==> src/rtl/core/vector_float_floor_top_macros.svh <==
// Assertion macros shared by the vector floor RTL.
`ifndef VECTOR_FLOAT_FLOOR_TOP_MACROS_SVH
`define VECTOR_FLOAT_FLOOR_TOP_MACROS_SVH
// Checks that an implication holds, with reset disabling it.
`define VFF_ASSERT_IMP(lbl, clk, rst_n, ante, cons, msg) \
    lbl: assert property (@(posedge clk) disable iff (!rst_n) (ante) |-> (cons)) \
        else $error(msg);
// Checks that an implication holds in the next cycle.
`define VFF_ASSERT_NEXT(lbl, clk, rst_n, ante, cons, msg) \
    lbl: assert property (@(posedge clk) disable iff (!rst_n) (ante) |=> (cons)) \
        else $error(msg);
`endif

==> src/rtl/core/vff_pkg.sv <==
// ----------------------------------------------------------------------------
// Vector floor package
// Lane format constants and the operation codes.
// ----------------------------------------------------------------------------
package vff_pkg;
    localparam int unsigned HalfW = 64;
    localparam int unsigned F32Mant = 23;
    localparam int unsigned F32Exp = 8;
    localparam int unsigned F64Mant = 52;
    localparam int unsigned F64Exp = 11;
    localparam int unsigned NumHalves = 2;

    typedef enum logic {
        OP_F32 = 1'b0,
        OP_F64 = 1'b1
    } t_op;
endpackage

==> src/rtl/core/vff_lane.sv <==
// ----------------------------------------------------------------------------
// Vector floor lane
// Combinational floor of one IEEE-754 value with the given field widths.
// ----------------------------------------------------------------------------
module vff_lane #(
    parameter int unsigned MANT = 23,
    parameter int unsigned EXPW = 8
) (
    input  logic [MANT+EXPW:0] i_bits,
    output logic [MANT+EXPW:0] o_bits
);
    localparam int unsigned W = MANT + EXPW + 1;
    localparam logic [EXPW-1:0] EMax = '1;
    localparam logic [EXPW-1:0] Bias = EMax >> 1;
    localparam logic [EXPW:0] IntExp = (EXPW + 1)'(Bias) + (EXPW + 1)'(MANT);

    logic [EXPW-1:0] exp_f;
    logic [MANT-1:0] mant_f;
    logic            neg;
    logic [EXPW:0]   frac;
    logic [W-1:0]    fmask;
    logic [W-1:0]    unit;
    logic [W-1:0]    bumped;

    assign exp_f  = i_bits[W-2 -: EXPW];
    assign mant_f = i_bits[MANT-1:0];
    assign neg    = i_bits[W-1];
    assign frac   = IntExp - {1'b0, exp_f};

    always_comb begin
        fmask = '0;
        unit  = '0;
        for (int k = 0; k < MANT; k++) begin
            if (frac > (EXPW + 1)'(k)) begin
                fmask[k] = 1'b1;
            end
            if (frac == (EXPW + 1)'(k)) begin
                unit[k] = 1'b1;
            end
        end
        if (frac == (EXPW + 1)'(MANT)) begin
            unit[MANT] = 1'b1;
        end
        bumped = i_bits + (neg ? unit : '0);
    end

    always_comb begin
        if (exp_f == EMax) begin
            o_bits = i_bits;
            if (mant_f != '0) begin
                o_bits[MANT-1] = 1'b1;
            end
        end else if ({1'b0, exp_f} >= IntExp) begin
            o_bits = i_bits;
        end else if (exp_f < Bias) begin
            if (exp_f == '0 && mant_f == '0) begin
                o_bits = i_bits;
            end else if (neg) begin
                o_bits = {1'b1, Bias, {MANT{1'b0}}};
            end else begin
                o_bits = '0;
            end
        end else if ((i_bits & fmask) == '0) begin
            o_bits = i_bits;
        end else begin
            o_bits = bumped & ~fmask;
        end
    end
endmodule

==> src/rtl/core/vff_half.sv <==
// ----------------------------------------------------------------------------
// Vector floor half
// Two fp32 lanes and one fp64 lane side by side; the format picks one.
// ----------------------------------------------------------------------------
module vff_half (
    input  logic                   i_dbl,
    input  logic [vff_pkg::HalfW-1:0] i_half,
    output logic [vff_pkg::HalfW-1:0] o_half
);
    import vff_pkg::*;

    logic [31:0] s0, s1;
    logic [63:0] d0;

    vff_lane #(.MANT(F32Mant), .EXPW(F32Exp)) u_s0 (.i_bits(i_half[31:0]), .o_bits(s0));
    vff_lane #(.MANT(F32Mant), .EXPW(F32Exp)) u_s1 (.i_bits(i_half[63:32]), .o_bits(s1));
    vff_lane #(.MANT(F64Mant), .EXPW(F64Exp)) u_d0 (.i_bits(i_half), .o_bits(d0));

    // Merge the lane results according to the format.
    assign o_half = i_dbl ? d0 : {s1, s0};
endmodule

==> src/rtl/core/vector_float_floor_top.sv <==
// ----------------------------------------------------------------------------
// Vector floor top
// Rounds each fp32 or fp64 lane of a 128-bit vector toward minus infinity.
// ----------------------------------------------------------------------------
// Usage:
// The input channel (i_valid/o_ready) carries the format in i_operation
// (0: four fp32 lanes, 1: two fp64 lanes) and the vector in i_vector_low and
// i_vector_high. The output channel (o_valid/i_ready) returns the floored
// vector in o_result_low and o_result_high, same format and lane order.
// Each result is registered; a stall can hold it in the skid register first.
// Throughput is one vector per cycle while the receiver is ready; all lanes
// work in parallel and the single output register sets the rate.
// A skid register takes one item when the receiver stalls, so the input
// stays ready until both registers are full.
// Reset empties both registers; no result is shown afterward until a new
// transfer.
// ----------------------------------------------------------------------------
module vector_float_floor_top (
    input  logic        i_clk,
    input  logic        i_rst_n,
    input  logic        i_valid,
    output logic        o_ready,
    input  logic        i_operation,
    input  logic [63:0] i_vector_low,
    input  logic [63:0] i_vector_high,
    output logic        o_valid,
    input  logic        i_ready,
    output logic [63:0] o_result_low,
    output logic [63:0] o_result_high
);
    import vff_pkg::*;
    `include "vector_float_floor_top_macros.svh"

    logic [HalfW-1:0] f_low, f_high;
    logic             dbl;
    logic             r_valid, r_skid_valid;
    logic [HalfW-1:0] r_low, r_high, r_skid_low, r_skid_high;
    logic             in_xfer, out_xfer;

    assign dbl = (t_op'(i_operation) == OP_F64);

    vff_half u_low  (.i_dbl(dbl), .i_half(i_vector_low),  .o_half(f_low));
    vff_half u_high (.i_dbl(dbl), .i_half(i_vector_high), .o_half(f_high));

    assign o_ready  = !r_skid_valid;
    assign in_xfer  = i_valid && o_ready;
    assign out_xfer = r_valid && i_ready;

    always_ff @(posedge i_clk) begin
        if (!i_rst_n) begin
            r_valid      <= 1'b0;
            r_skid_valid <= 1'b0;
        end else begin
            if (!r_valid || out_xfer) begin
                r_valid      <= r_skid_valid || in_xfer;
                r_skid_valid <= 1'b0;
            end else if (in_xfer) begin
                r_skid_valid <= 1'b1;
            end
        end
    end

    always_ff @(posedge i_clk) begin
        if (!r_valid || out_xfer) begin
            r_low  <= r_skid_valid ? r_skid_low  : f_low;
            r_high <= r_skid_valid ? r_skid_high : f_high;
        end
        if (in_xfer) begin
            r_skid_low  <= f_low;
            r_skid_high <= f_high;
        end
    end

    assign o_valid       = r_valid;
    assign o_result_low  = r_low;
    assign o_result_high = r_high;

    `VFF_ASSERT_IMP(a_skid_needs_out, i_clk, i_rst_n, r_skid_valid, r_valid, "skid without output")
    `VFF_ASSERT_NEXT(a_stall_holds, i_clk, i_rst_n, r_valid && !i_ready, r_valid && $stable(r_low), "stalled result changed")
    `VFF_ASSERT_NEXT(a_xfer_shows, i_clk, i_rst_n, in_xfer, r_valid, "transfer not shown")
endmodule
==> config.mk <==
export PLATFORM = sky130hd
export DESIGN_NAME = vector_float_floor_top
export DESIGN_NICKNAME = d
export VERILOG_FILES = /design/src/rtl/core/vff_pkg.sv /design/src/rtl/core/vff_lane.sv /design/src/rtl/core/vff_half.sv /design/src/rtl/core/vector_float_floor_top.sv
export VERILOG_INCLUDE_DIRS = /design/src /design/src/rtl/core
export SDC_FILE = /design/constraint.sdc
export NUM_CORES = 2
export LEC_CHECK = 0
export BUFFER_PORTS_ARGS = -buffer_cell sky130_fd_sc_hd__buf_2
export CAP_MARGIN = 20
export CORE_MARGIN = 4
export CORE_UTILIZATION = 58
export CTS_BUF_LIST = sky130_fd_sc_hd__clkbuf_16
export DETAILED_ROUTE_END_ITERATION = 10
export GPL_ROUTABILITY_DRIVEN = 1
export PLACE_DENSITY = 0.8
export SYNTH_ARGS = -nofsm -noshare
export SYNTH_HDL_FRONTEND = slang
export SYNTH_HIERARCHICAL = 1
export SYNTH_SLANG_ARGS = --single-unit
==> constraint.sdc <==
create_clock -name i_clk -period 7.3 [get_ports i_clk]
set_clock_uncertainty 0.05 [all_clocks]
set_input_delay 0.365 -clock i_clk [delete_from_list [all_inputs] [get_ports i_clk]]
set_output_delay 0.365 -clock i_clk [all_outputs]
set_load 0.005 [all_outputs]
======== After elaboration in Yosys (flattened, before gate mapping) ========
Index checks and enable logic that the tools add are counted.
word-level totals
  input bits .............................. 133
  register bits after elaboration ......... 258
  logic and storage cells ................. 940
  output and inout bits ................... 130
cells by class
  muxes and demuxes ....................... 450
  add/sub/neg operators ................... 12
  reduce and logical (&&, ||, !) cells .... 43
  equality and inequality tests ........... 202
  $lt $le $gt $ge ......................... 208
  bitwise gates (word level) .............. 19
operators with widths
  kind                                                                    count
  64-bit 2-to-1 mux                                                       16
  32-bit 2-to-1 mux                                                       24
  12-bit by 6-bit == test with 1-bit output (second input constant)       42
  12-bit by 6-bit > comparator with 1-bit output (second input constant)  40
  1-bit 2-to-1 mux                                                        404
  12-bit by 5-bit == test with 1-bit output (second input constant)       32
  12-bit by 5-bit > comparator with 1-bit output (second input constant)  32
  9-bit by 4-bit == test with 1-bit output (second input constant)        32
  9-bit by 5-bit == test with 1-bit output (second input constant)        32
  9-bit by 4-bit > comparator with 1-bit output (second input constant)   32
  9-bit by 5-bit > comparator with 1-bit output (second input constant)   28
  12-bit by 4-bit == test with 1-bit output (second input constant)       16
  12-bit by 4-bit > comparator with 1-bit output (second input constant)  16
  9-bit by 3-bit == test with 1-bit output (second input constant)        16
  9-bit by 3-bit > comparator with 1-bit output (second input constant)   16
  32-bit by 24-bit adder with 32-bit output                               4
  64-bit by 53-bit adder with 64-bit output                               2
  32-bit by 23-bit AND with 32-bit output                                 4
  32-bit AND                                                              4
  64-bit by 52-bit AND with 64-bit output                                 2
  64-bit AND                                                              2
  32-bit logical NOT                                                      4
  64-bit logical NOT                                                      2
  23-bit NOT with 32-bit output                                           4
  other kinds (34)                                                        128

======== Longest topological paths before layout ========
  depth in word-level cells ............... 12
  depth in mapped cells ................... 27
  gate-level depth less buffers ........... 23

======== Hierarchy ========
Netlist, hierarchy kept.
by module, submodules not included
  module                       sequential area each (µm²)  cells each  area each (µm²)  instances
  vff_lane at u_high.u_d0 ...  0.0                         963         6,258.5          2
  vff_lane at u_high.u_s0 ...  0.0                         522         3,397.0          3
  vector_float_floor_top       7,727.4                     407         9,688.0          1
  vff_lane at u_low.u_s1       0.0                         488         3,288.2          1
  vff_half                     0.0                         71          1,077.3          2

======== Least setup slack after synthesis ========
Ideal clock, no wire load.
  path kind ............................... register -> register
  start ................................... register r_skid_valid
  end ..................................... register r_skid_high[0], enable pin
  stages on the path, launching flop included .. 5
  path buffers ............................ 3
  arrival time ............................ 6.360 ns
  path slack .............................. 0.257 ns
  required time ........................... 6.618 ns
  period minus slack after synthesis ...... 7.043 ns
  library setup time ...................... 0.632 ns
  cell sequence ........................... dfxtp_1 > buf_6 > buf_12 > buf_6 > nor2b_1
on the way
  longest elaborated chain between the ends .. 2
ends and longest elaborated chain
  what                      line                          RTL
  start: declaration        vector_float_floor_top.sv:36  logic r_valid, r_skid_valid;
  start signal: assignment  vector_float_floor_top.sv:52  r_skid_valid <= 1'b0;
  start signal: assignment  vector_float_floor_top.sv:56  r_skid_valid <= 1'b0;
  start signal: assignment  vector_float_floor_top.sv:58  r_skid_valid <= 1'b1;
  1-bit logical NOT         vector_float_floor_top.sv:45  assign o_ready = !r_skid_valid;
  1-bit logical AND         vector_float_floor_top.sv:46  assign in_xfer = i_valid && o_ready;
  named net in_xfer         vector_float_floor_top.sv:38  logic in_xfer, out_xfer;
  end signal: assignment    vector_float_floor_top.sv:70  r_skid_high <= f_high;
  end: declaration          vector_float_floor_top.sv:37  logic [HalfW-1:0] r_low, r_high, r_skid_low, r_skid_high;
The timed path passes the listed nets, and every way through them passes these cells.
A chain may end at the register's enable or synchronous reset.

======== Worst setup path after layout ========
  start ................................... input i_vector_low[54]
  end ..................................... register r_low[55], in the netlist o_result_low[55] (data pin)
on the way
  longest elaborated chain between the ends .. 12
  elaborated cells between the ends (all ways) .. 239
  classes of those cells .................. 3 x add/sub; 54 x order compare; 53 x eq/ne; 118 x mux; 4 x bitwise; 7 x reduce/logical
ends and longest elaborated chain
  what                                                               line                            RTL
  start: declaration                                                 vector_float_floor_top.sv:24    input logic [63:0] i_vector_low,
  11-bit by 11-bit subtractor with 12-bit output                     vff_lane.sv:28                  assign frac = IntExp - {1'b0, exp_f};
  12-bit by 1-bit == test with 1-bit output (tied with other cells)  vff_lane.sv:37                  if (frac == (EXPW + 1)'(k)) begin
  1-bit 2-to-1 mux (on tied branches)                                vff_lane.sv:37, vff_lane.sv:41
  53-bit 2-to-1 mux                                                  vff_lane.sv:44                  bumped = i_bits + (neg ? unit : '0);
  64-bit by 53-bit adder with 64-bit output                          vff_lane.sv:44
  64-bit AND                                                         vff_lane.sv:66                  o_bits = bumped & ~fmask;
  64-bit 2-to-1 mux                                                  vff_lane.sv:63                  end else if ((i_bits & fmask) == '0) begin
  64-bit 2-to-1 mux                                                  vff_lane.sv:55                  end else if (exp_f < Bias) begin
  64-bit 2-to-1 mux                                                  vff_lane.sv:53                  end else if ({1'b0, exp_f} >= IntExp) begin
  64-bit 2-to-1 mux *                                                vff_lane.sv:48                  if (exp_f == EMax) begin
  named net u_low.d0[55]                                             vff_half.sv:13                  logic [63:0] d0;
  64-bit 2-to-1 mux *                                                vff_half.sv:20                  assign o_half = i_dbl ? d0 : {s1, s0};
  named net f_low[55]                                                vector_float_floor_top.sv:34    logic [HalfW-1:0] f_low, f_high;
  64-bit 2-to-1 mux *                                                vector_float_floor_top.sv:65    r_low <= r_skid_valid ? r_skid_low : f_low;
  end signal: assignment                                             vector_float_floor_top.sv:65
  end: declaration                                                   vector_float_floor_top.sv:37
Mark *: on every way through the listed nets, which the timed path passes. The rest lies on a longest branch.

==> flow_metrics.py <==
metrics = {
    "worst_setup_path": {
        "slowest_stage": "o311ai_0",
        "rr_endpoint": "o_result_high[29]",
        "cp-end-kind": "flop",
        "crit_chain": "buf_2, buf_4, o21ai_0, xor2_1, nor2_1, and3_1, nand2_1, nor2_1, ha_1, and3_1, nand2_1, a2111oi_0, a2111oi_0, a31o_2, o21ai_0, a31oi_1, o311ai_0, o31ai_2, mux2_2, or2_1, mux2_4, mux2_4",
        "cpPeakStageDelay_ns": 0.61,
        "cp_max_fo": 18,
        "r2r_slack_ns": 4.61,
        "worstSetupStartpointType": "input port",
        "worstRegToRegCells": 2,
        "path_class": "input port to flop",
        "crit_arrival_ns": 7.05,
        "r2r-start": "o_valid",
        "cp.required_ns": 7.61,
    },
    "timing": {
        "setup-violations-final": 0,
        "fin_crit_ns": 6.744,
        "relSlewSlack": 0.1971,
        "worst_slack_ns": 0.5562,
        "slew_viol_final": 0,
        "fin_crit_sh": 0.9238,
        "finalSetupTns_ns": 0,
        "fmax_mhz": 148.3,
        "final-hold-violation-count": 0,
        "whs_ns": 0.07998,
        "rsz0062_at_grt": "no",
        "worst_pin_slew_ns": 1.204,
    },
    "drt": {
        "drt_first_pass_iters": 10,
        "via_per_inst": 7.377,
        "topRoutingLayerUsed": "met5",
        "post-route-drc-count": 0,
        "vias": 40800,
        "final_antenna_net_count": 0,
        "drt-initial-drc-count": 7037,
        "route.met3.wl_um": 19500,
        "wl_per_cell_um": 27.47,
        "wl_um": 151900,
        "route.met2.wl_um": 64010,
        "met1Wirelength_um": 57840,
    },
    "logic_synthesis": {
        "yosys_warnings": 6,
        "synth.distinct_cells": 119,
        "yosysMostFrequentCell": "nor2_1",
        "synthFlopType": "edfxtp_1",
        "synth_top_area_cell": "edfxtp_1",
        "synth_commonest_cells": "474 x nor2_1, 373 x nand2_1, 272 x a21oi_1",
        "syn_inst": 4529,
        "synth.cell_area_mm2": 0.03784,
        "synth-seq-cells": 258,
        "synth_top_area_share": 0.2032,
        "synth_edf_count": 256,
        "syn_avg_cell_area_um2": 8.355,
        "synth.area.top_cells": "edfxtp_1 20%, mux2_4 8.2%, ha_1 7.6%, nor2_1 4.7%, nand2_1 3.7%",
        "async_flop_share": 0,
        "synth-seq-area-share": 0.2042,
        "synth_nets": 4898,
    },
    "clock_network": {
        "clockRootBuffer": "clkbuf_16",
        "cts_buffers": 30,
        "cts_tree": "yes",
        "clock_latency_ns": 0.62,
        "cts.sink_count": 258,
        "cts_buffer_depth": 3,
        "clkTransAtPathRegs_ns": 0.06,
        "cts_resized": 0,
        "h-tree-depth": 1,
    },
    "layout": {
        "drive_gt1_frac": 0.1709,
        "fillers": 5776,
        "multi_input_area_mm2": 0.02792,
        "nets": 5021,
        "regArea_mm2": 0.007731,
        "fin_area_mm2": 0.04039,
        "stdcell_count": 5531,
        "post-route-util": 0.6266,
        "syn_to_final_growth_pct": 6.749,
    },
    "global_routing": {
        "grt_max_degree": 132,
        "grt_pass1_vias": 36760,
        "track_usage": 0.4045,
        "overflow": 0,
        "grt_pass1_wl_um": 224300,
        "antenna_found_initial": 3,
    },
    "pwr": {
        "p_int_mw": 3.416,
        "irDropWorstVdd_mv": 0.1692,
        "switching_share": 0.3489,
        "share_comb_of_total_power": 0.334,
        "p_sw_mw": 1.831,
        "total_leakage_power_nw": 16.96,
        "finalPower_mw": 5.247,
        "power_density_mw_per_mm2": 129.9,
        "sequentialPowerShare": 0.355,
        "clockPowerShare": 0.311,
    },
    "die": {
        "core-area_mm2": 0.06446,
        "die-height_um": 263.4,
        "core.rowCount": 93,
        "die_w_um": 263.4,
        "die_area_mm2": 0.06939,
        "ios": 263,
        "start_util": 0.5870,
    },
    "hold_path": {
        "holdPathStages": 3,
        "hold_class": "input port to flop",
        "worst_hold_startpoint": "i_valid",
        "hold_end": "r_skid_valid",
    },
    "placement": {
        "placed_area_mm2": 0.03933,
        "gp_congestion": 1.086,
        "detailed_place_hpwl_um": 113200,
        "placed_cells": 5474,
        "port_buffers": 262,
        "place_ws_ns": 0.3166,
    },
    "status": {
        "status": "completed",
    },
    "job": {
        "maxCapViolCount": 0,
    },
}
-- worst max path at each step --
| stage | startpoint | endpoint |
|---|---|---|
| 2_1_floorplan | r_skid_valid | r_skid_high[0] |
| 3_3_place_gp | i_vector_high[54] | o_result_high[55] |
| 3_5_place_dp | i_vector_low[54] | o_result_low[52] |
| 4_1_cts | i_vector_low[54] | o_result_low[52] |
| 5_1_grt | i_vector_low[54] | o_result_low[52] |
| 6_report | i_vector_low[54] | o_result_low[55] |
-- logic make-up (layout without fill, tap and decap cells) --
| group | after synthesis | in the layout | synth area share |
|---|---|---|---|
| DFF | 258 | 258 | 0.2042 |
| AOI/OAI and AO/OA | 1518 | 1518 | 0.2959 |
| and+or+nand+nor | 1642 | 1642 | 0.2172 |
| muxes | 268 | 268 | 0.1000 |
| other | 0 | 2 | 0 |
| adders and majority gates | 237 | 237 | 0.07949 |
| buffers and inverters | 419 | 564 | 0.05866 |
| xor gates and xnor gates | 187 | 187 | 0.04447 |
-- layer usage --
layer / global-route usage / vias to the layer above
li1: - / 17790
met1: 0.5412 / 18950
met2: 0.6108 / 3375
met3: 0.08065 / 677
met4: 0.2288 / 2
met5: 0 / -
-- worst max-delay path: cells and delay by family --
family	cells	cell delay (ns)
buffers and inverters	2	0.34
multiplexers	3	0.87
XOR/XNOR	1	0.60
AO/OA/AOI/OAI	8	3.20
adder cells (fa/ha/maj)	1	0.39
AND/OR/NAND/NOR	7	1.26
-- sequential cells by signal, summed over array words and instances, names as in the netlist --
| signal | cells |
|---|---|
| o_result_high | 64 |
| o_result_low | 64 |
| o_valid | 1 |
| r_skid_high | 64 |
| r_skid_low | 64 |
| r_skid_valid | 1 |
-- power groups by stage --
stage                     sequential (mW)  clock, mW  combinational [mW]
after floorplan                      1.89          0                1.08
after global placement               1.89          0                1.67
after detailed placement             1.89          0                1.68
after CTS                            1.86       1.66                1.68
after global routing                 1.87       1.72                1.83
final                                1.86       1.63                1.76
-- cells in the final DEF (no fill, tap or decap), types with 43 or more instances in the layout --
cell / netlist / routed
o21a_1: 46 / 46
a22o_1: 60 / 60
buf_4: 8 / 91
mux2_2: 53 / 53
xor2_1: 64 / 64
nand4_1: 80 / 80
a211oi_1: 52 / 52
a21oi_1: 272 / 272
a32o_1: 139 / 139
nand2_1: 373 / 373
a31oi_1: 43 / 43
and3_1: 80 / 80
ha_1: 230 / 230
a21o_1: 143 / 143
xnor2_1: 117 / 117
nor4_1: 61 / 61
nor3_1: 112 / 111
nand2b_1: 52 / 51
inv_1: 153 / 161
o21ai_0: 240 / 239
buf_2: 78 / 261
nand3_1: 132 / 132
nor2b_1: 56 / 55
mux2_4: 207 / 207
edfxtp_1: 256 / 256
nor2_1: 474 / 472
-- area by class of cell --
type	instances	area share
inverters	155	0.01440
clock inverters	23	0.006815
repair buffers	355	0.05034
flip-flops and latches	258	0.1914
well taps	855	0.02648
multi-input cells	3852	0.6912
diodes	2	0.0001239
clock buffers	31	0.01921
-- timing repair --
action | 4_1_cts | 5_1_grt
hold buffers | 1 | 0
endpoints found under the hold margin | 2 | 0
setup buffers | 0 | 0
Power figures use the tool's default switching activity.
